### config.mk
export PLATFORM = sky130hd
export DESIGN_NAME = bis_ctrl
export DESIGN_NICKNAME = d
export VERILOG_FILES = /design/src/design/bis_pkg.sv /design/src/design/bis_ctrl.sv
export SDC_FILE = /design/constraint.sdc
export NUM_CORES = 1
export LEC_CHECK = 0
export BUFFER_PORTS_ARGS = -buffer_cell sky130_fd_sc_hd__buf_2
export CORE_MARGIN = 2
export CORE_UTILIZATION = 50
export CTS_BUF_LIST = sky130_fd_sc_hd__clkbuf_8
export DETAILED_ROUTE_END_ITERATION = 8
export PLACE_DENSITY_LB_ADDON = 0.15
export SKIP_CTS_REPAIR_TIMING = 1
export SYNTH_ARGS = -nofsm -noshare
export SYNTH_HDL_FRONTEND = slang
export SYNTH_SLANG_ARGS = --single-unit
### constraint.sdc
create_clock -name clk_i -period 1.4 [get_ports clk_i]
set_input_delay 0.07 -clock clk_i [delete_from_list [all_inputs] [get_ports clk_i]]
set_output_delay 0.07 -clock clk_i [all_outputs]
set_load 0.005 [all_outputs]
### src/design/bis_pkg.sv
// Shared types and constants of the bilinear image scaler.
`timescale 1ns / 1ps

package bis_pkg;

  localparam int CoordW    = 8;
  localparam int PixelW    = 24;
  localparam int ChanW     = 8;
  localparam int NumChan   = 3;
  localparam int DimW      = 9;
  localparam int FracW     = 8;
  localparam int IncW      = DimW + FracW;
  localparam int DivSteps  = IncW;
  localparam int CfgIdxW   = 4;
  localparam int DimReset  = 256;

  localparam logic [CfgIdxW-1:0] CfgSourceWidth  = 4'd0;
  localparam logic [CfgIdxW-1:0] CfgSourceHeight = 4'd1;
  localparam logic [CfgIdxW-1:0] CfgTargetWidth  = 4'd2;
  localparam logic [CfgIdxW-1:0] CfgTargetHeight = 4'd3;

  typedef enum logic {
    OP_LOAD   = 1'b0,
    OP_SAMPLE = 1'b1
  } op_e;

  typedef enum logic {
    AXIS_X = 1'b0,
    AXIS_Y = 1'b1
  } axis_e;

  typedef enum logic [1:0] {
    NBR_00 = 2'd0,
    NBR_01 = 2'd1,
    NBR_10 = 2'd2,
    NBR_11 = 2'd3
  } nbr_e;

  typedef enum logic [3:0] {
    S_IDLE,
    S_CHECK,
    S_DIV_X,
    S_LOAD_Y,
    S_DIV_Y,
    S_STORE_Y,
    S_POS,
    S_NBR,
    S_RD0,
    S_RD1,
    S_RD2,
    S_RD3,
    S_RD_WAIT,
    S_BLEND_TOP,
    S_BLEND_OUT,
    S_OUT
  } ctl_state_e;

  typedef struct packed {
    op_e               op;
    logic [CoordW-1:0] coord_x;
    logic [CoordW-1:0] coord_y;
    logic [PixelW-1:0] source_pixel;
  } in_item_t;

  typedef struct packed {
    logic [PixelW-1:0] scaled_pixel;
    logic              out_of_range;
  } out_item_t;

  typedef struct packed {
    logic  capture;
    logic  store;
    logic  div_load;
    logic  div_step;
    axis_e div_axis;
    logic  inc_store_x;
    logic  inc_store_y;
    logic  pos_calc;
    logic  nbr_calc;
    nbr_e  rd_sel;
    logic  pix_cap;
    nbr_e  pix_sel;
    logic  blend_top;
    logic  blend_out;
    logic  res_oor;
  } cmd_t;

  typedef struct packed {
    logic oor;
  } status_t;

endpackage

### src/design/bis_ctrl.sv
// Controller state machine that issues load writes and sequences sample transactions.
`timescale 1ns / 1ps

module bis_ctrl (
  input  logic               clk_i,
  input  logic               rst_ni,
  input  logic               start_i,
  input  bis_pkg::op_e       op_i,
  input  bis_pkg::status_t   status_i,
  output bis_pkg::cmd_t      cmd_o,
  output logic               busy_o,
  output logic               result_valid_o
);

  localparam int CntW = $clog2(bis_pkg::DivSteps);
  localparam logic [CntW-1:0] CntLast = CntW'(bis_pkg::DivSteps - 1);

  bis_pkg::ctl_state_e state_q, state_d;
  logic [CntW-1:0]     cnt_q, cnt_d;
  bis_pkg::cmd_t       cmd;

  always_ff @(posedge clk_i or negedge rst_ni) begin
    if (!rst_ni) begin
      state_q <= bis_pkg::S_IDLE;
      cnt_q   <= '0;
    end else begin
      state_q <= state_d;
      cnt_q   <= cnt_d;
    end
  end

  always_comb begin
    state_d = state_q;
    cnt_d   = cnt_q;
    cmd     = '0;
    case (state_q)
      bis_pkg::S_IDLE: begin
        if (start_i) begin
          if (op_i == bis_pkg::OP_SAMPLE) begin
            cmd.capture = 1'b1;
            state_d     = bis_pkg::S_CHECK;
          end else begin
            cmd.store = 1'b1;
          end
        end
      end
      bis_pkg::S_CHECK: begin
        if (status_i.oor) begin
          cmd.res_oor = 1'b1;
          state_d     = bis_pkg::S_OUT;
        end else begin
          cmd.div_load = 1'b1;
          cmd.div_axis = bis_pkg::AXIS_X;
          cnt_d        = '0;
          state_d      = bis_pkg::S_DIV_X;
        end
      end
      bis_pkg::S_DIV_X: begin
        cmd.div_step = 1'b1;
        cmd.div_axis = bis_pkg::AXIS_X;
        cnt_d        = cnt_q + 1'b1;
        if (cnt_q == CntLast) begin
          state_d = bis_pkg::S_LOAD_Y;
        end
      end
      bis_pkg::S_LOAD_Y: begin
        cmd.inc_store_x = 1'b1;
        cmd.div_load    = 1'b1;
        cmd.div_axis    = bis_pkg::AXIS_Y;
        cnt_d           = '0;
        state_d         = bis_pkg::S_DIV_Y;
      end
      bis_pkg::S_DIV_Y: begin
        cmd.div_step = 1'b1;
        cmd.div_axis = bis_pkg::AXIS_Y;
        cnt_d        = cnt_q + 1'b1;
        if (cnt_q == CntLast) begin
          state_d = bis_pkg::S_STORE_Y;
        end
      end
      bis_pkg::S_STORE_Y: begin
        cmd.inc_store_y = 1'b1;
        state_d         = bis_pkg::S_POS;
      end
      bis_pkg::S_POS: begin
        cmd.pos_calc = 1'b1;
        state_d      = bis_pkg::S_NBR;
      end
      bis_pkg::S_NBR: begin
        cmd.nbr_calc = 1'b1;
        state_d      = bis_pkg::S_RD0;
      end
      bis_pkg::S_RD0: begin
        cmd.rd_sel = bis_pkg::NBR_00;
        state_d    = bis_pkg::S_RD1;
      end
      bis_pkg::S_RD1: begin
        cmd.rd_sel  = bis_pkg::NBR_01;
        cmd.pix_cap = 1'b1;
        cmd.pix_sel = bis_pkg::NBR_00;
        state_d     = bis_pkg::S_RD2;
      end
      bis_pkg::S_RD2: begin
        cmd.rd_sel  = bis_pkg::NBR_10;
        cmd.pix_cap = 1'b1;
        cmd.pix_sel = bis_pkg::NBR_01;
        state_d     = bis_pkg::S_RD3;
      end
      bis_pkg::S_RD3: begin
        cmd.rd_sel  = bis_pkg::NBR_11;
        cmd.pix_cap = 1'b1;
        cmd.pix_sel = bis_pkg::NBR_10;
        state_d     = bis_pkg::S_RD_WAIT;
      end
      bis_pkg::S_RD_WAIT: begin
        cmd.pix_cap = 1'b1;
        cmd.pix_sel = bis_pkg::NBR_11;
        state_d     = bis_pkg::S_BLEND_TOP;
      end
      bis_pkg::S_BLEND_TOP: begin
        cmd.blend_top = 1'b1;
        state_d       = bis_pkg::S_BLEND_OUT;
      end
      bis_pkg::S_BLEND_OUT: begin
        cmd.blend_out = 1'b1;
        state_d       = bis_pkg::S_OUT;
      end
      bis_pkg::S_OUT: begin
        state_d = bis_pkg::S_IDLE;
      end
      default: begin
        state_d = bis_pkg::S_IDLE;
      end
    endcase
  end

  assign cmd_o          = cmd;
  assign busy_o         = (state_q != bis_pkg::S_IDLE);
  assign result_valid_o = (state_q == bis_pkg::S_OUT);

  a_valid_single: assert property (@(posedge clk_i) disable iff (!rst_ni)
    result_valid_o |=> !result_valid_o)
    else $error("result strobe held for more than one cycle");

  a_sample_busy: assert property (@(posedge clk_i) disable iff (!rst_ni)
    (start_i && !busy_o && op_i == bis_pkg::OP_SAMPLE) |=> busy_o)
    else $error("sample transaction accepted without going busy");

  a_store_idle: assert property (@(posedge clk_i) disable iff (!rst_ni)
    cmd.store |-> (!busy_o && start_i && op_i == bis_pkg::OP_LOAD))
    else $error("store write issued outside an accepted load");

  a_div_count: assert property (@(posedge clk_i) disable iff (!rst_ni)
    (state_q == bis_pkg::S_DIV_X || state_q == bis_pkg::S_DIV_Y) |-> cnt_q <= CntLast)
    else $error("divider step count overran");

endmodule

-- Word level (Yosys, flattened, before mapping)
Cells that the tools add are included.
- equality and inequality tests: 21
- magnitude comparators: 0
- multipliers: 0
- div/mod/pow operators: 0
- reduce and logical (&&, ||, !) cells: 7
- bitwise operators: 0
- $add $sub $neg: 1
- mux-type cells: 26
- shift-type cells: 0
- operators with widths (kind ; count):
    $pmux W4 S16 ; 1
    $eq A4 B4 Y1 const B ; 8
    $mux W4 ; 5
    $eq A4 B3 Y1 const B ; 4
    $pmux W5 S3 ; 1
    $mux W1 ; 13
    $pmux W3 S4 ; 1
    $ne A2 B2 Y1 const B ; 5
    $eq A4 B2 Y1 const B ; 2
    $pmux W2 S3 ; 1
    $add A5 B1 Y5 const B ; 1
    $eq A5 B5 Y1 const B ; 1
    $mux W5 ; 1
    $eq A4 B1 Y1 const B ; 1
    $logic_not A4 Y1 ; 1
    $mux W2 ; 2
    $reduce_and A4 Y1 ; 1
    $reduce_bool A4 Y1 ; 1
    $reduce_or A2 Y1 ; 2
    $reduce_bool A3 Y1 ; 1
    $pmux W1 S2 ; 1
    $reduce_and A2 Y1 ; 1
- flip-flop bits (word level): 9
- word-level logic and storage cells: 57
- memory bits (writable): 0
- output and inout port bits: 19
- ROM bits: 0
- memories kept: 0
- latch bits: 0

-- Longest topological paths before layout
- depth after elaboration: 4
- mapped depth: 5
- depth with buffers taken out: 4

-- Worst setup path before layout
No wires, ideal clock.
- path type: register -> register
- from: reg cnt_q[1]
- to: reg cnt_q[2]
- buffers on the path: 0
- stages on the path, launching flop included: 5
- period minus slack after synthesis: 1.315 ns
- slack: 0.085 ns
- setup time: 0.065 ns
- data arrival time: 1.251 ns
- cells stage by stage: dfrtp_1 -> ha_1 -> or3b_2 -> a211oi_1 -> a21o_1
- longest elaborated chain between the ends: 2
- RTL lines (element ; RTL line ; text):
    start: declaration ; bis_ctrl.sv:19 ; logic [CntW-1:0] cnt_q, cnt_d;
    start signal: assignment ; bis_ctrl.sv:28 ; cnt_q <= cnt_d;
    $add A5 B1 Y5 ; bis_ctrl.sv:61, bis_ctrl.sv:76 ;
    $pmux W5 S3 ; bis_ctrl.sv:36 ; case (state_q)
Every way passes these cells.
A chain may end at the register's enable or synchronous reset.

==> run metrics <==
Seq pwr share 22.0%; Hold Path Depth 3; Vias/cell 5.82; CTS Buf Count 3; CTS clk-pin slew, worst paths ~50 ps; initial DRC count 37; count of cell types in the netlist 33; max_slew headroom slightly below 80%; core outline area 1280 sq um; Fin. Hold Viols 0; I/O pin count 24; Synth Net Count 91; clk_lat worst skew 240 ps; largest net degree at the start of global routing 10; mapped cell area just under 700 sq um; htree depth 1; outcome finished, violations left; Yosys warnings 0; Main synth FF type dfrtp_1; sw frac 44.0%; FMAX 629 MHz; vias in the first global route 630; routability cong. 0.836; Area growth syn-to-layout 66.4%; Synth area leader dfrtp_1; clk sinks 9; hold endpoint state_q[0]$_DFFE_PN0P_; Register-to-Register Path Depth 5; LEAKAGE 0.000578 uW; EDFF count, synth 0; Slew Limit Fails 0; worst endpoint required time 1330 ps; Comb pwr share 66.6%; I/O Buffers 23; RR Endpoint cnt_q[4]$_DFFE_PN0P_; Reg2Reg Setup Slack -180 ps; final worst slack -189 ps; failing checks setup timing; crit path DAT ~1500 ps; Fin Hold WS about 120 ps; gr usage total 25.4%; Post-Route Utilization between 80% and 90%; initial antenna violation count 0; height of the die 41.0 um; Worst-Margin Slew 339 ps; DP HPWL between 1000 and 1500 um; Synth async-reset ratio 100%; Clock Path Buffers 2; power density cells roughly 2400 nW/um^2; Routed WL per cell around 18 um; peak supply drop 1670 uV; Final Cycle Share 113%; Critical Path Start Type flop; nets@finish 140; top cell type's share of synthesized area 32.8%; CTS tree done; worst hold start op_i; crit-path max FO 5; vias 856; Period minus WS final 1590 ps; global-route wire length before repair 2720 um; number of synthesized register bits 9; maxcap violations 0; fin area 1140 sq um; final setup vio count 16; Routed WL 2640 um; layout cells sized above 1 between 50% and 60%; top post-synthesis cells by count nor2_1 (10), dfrtp_1 (9), nand2_1 (9); Int Pwr 1510 uW; final non-filler cell total 147; FF-to-FF Start state_q[0]$_DFFE_PN0P_; TNS Setup -1680 ps; DRC errors left 0; CTS Root Cell clkbuf_8; Synth area leaders dfrtp_1 (33%), nor2_1 (5.5%), nand2_1 (4.9%); hold crit path type in2reg; placed cell areas between 900 and 1000 sq um; Ant. Diodes 0; die width 41.0 um; Cells after Synth between 80 and 90; register area share after synthesis between 30% and 40%; most common cell in the netlist nor2_1; total grt overflow 0; CP Capture Type output port; die area 1680 sq um; DP Cell Count between 100 and 150; Initial Util 53.4%; Syn Area/Cell 8.16 sq um; clk_skew 2.32 ps; sw power 1180 uW; Setup CP Type reg2out; Pre-antenna DRT Iters 4; Rows 13; Routed Antenna Nets 0; Clk pwr share 11.4%; RSZ-0062 raised after global routing yes
worst max-delay path, stage by stage, from the launching register on:
cell	delay [ps]
dfrtp_2	430
buf_4	160
buf_4	140
or3_4	350
inv_4	80
buf_2	110
cell usage in the layout (no fill, tap or decap), types with 2 or more instances in the layout:
| master | n |
|---|---|
| a211oi_2 | 2 |
| a21oi_1 | 2 |
| a22o_1 | 3 |
| and2_1 | 2 |
| buf_2 | 23 |
| buf_4 | 22 |
| buf_6 | 3 |
| clkbuf_8 | 3 |
| dfrtp_1 | 5 |
| dfrtp_2 | 4 |
| ha_1 | 2 |
| inv_1 | 6 |
| nand2_1 | 8 |
| nand2b_1 | 2 |
| nand2b_4 | 2 |
| nand3_1 | 3 |
| nor2_1 | 9 |
| nor3b_2 | 2 |
| o21ai_0 | 4 |
| xnor2_1 | 2 |
flip-flops by register name, indices dropped and copies added, names as in the netlist:
| signal | flops |
|---|---|
| cnt_q | 5 |
| state_q | 4 |
worst max-delay path by stage:
stage / startpoint / end / slack, ps / cells past startpoint
2_1_floorplan: cnt_q[1]$_DFFE_PN0P_ / cnt_q[2]$_DFFE_PN0P_ / 80 / 4
3_5_place_dp: state_q[2]$_DFFE_PN0P_ / cmd_o[16] / 6 / 5
3_3_place_gp: state_q[2]$_DFFE_PN0P_ / cmd_o[16] / -4 / 5
5_1_grt: state_q[0]$_DFFE_PN0P_ / cmd_o[15] / -230 / 6
6_report: state_q[0]$_DFFE_PN0P_ / cmd_o[13] / -190 / 5
4_1_cts: state_q[2]$_DFFE_PN0P_ / cmd_o[16] / -250 / 5
final cells by class:
type                       instances  area (sq um)
multi-input combinational         64           498
timing repair buffer              49           324
sequential                         9           230
fill                              70           144
clock buffer                       3          41.3
inverter                           6          25.0
tap                               15          18.8
clock inverter                     1          3.75
layer usage:
layer	vias to the layer above	track usage [%]	wire, um
met5	-	0	0
met4	0	6.67	38
met3	6	8.70	122
met2	36	39.5	1320
met1	428	33.3	1160
li1	386	-	-
power by group through the flow:
stage,combinational (uW),clock [uW],sequential [uW]
floorplan,766,0,469
global placement,1240,0,522
detailed placement,1270,0,526
CTS,1280,301,524
global route,1930,325,593
finish,1790,307,591
stage by stage:
step / total power (uW) / setup WS (ps)
floorplan: 1240 / 84.6
global placement: 1760 / -3.93
detailed placement: 1800 / 6.18
CTS: 2110 / -248
global route: 2840 / -227
finish: 2690 / -189
logic make-up after synthesis:
| family | count (synthesis) | share of synthesized area [%] |
|---|---|---|
| adders and majority gates | 2 | 3.65 |
| and+or+nand+nor | 41 | 32.5 |
| xor gates and xnor gates | 3 | 3.83 |
| buffers and inverters | 11 | 7.48 |
| DFF | 9 | 32.8 |
| AOI/OAI and AO/OA | 18 | 19.7 |
Note: power is estimated with default switching activity, not from simulation.
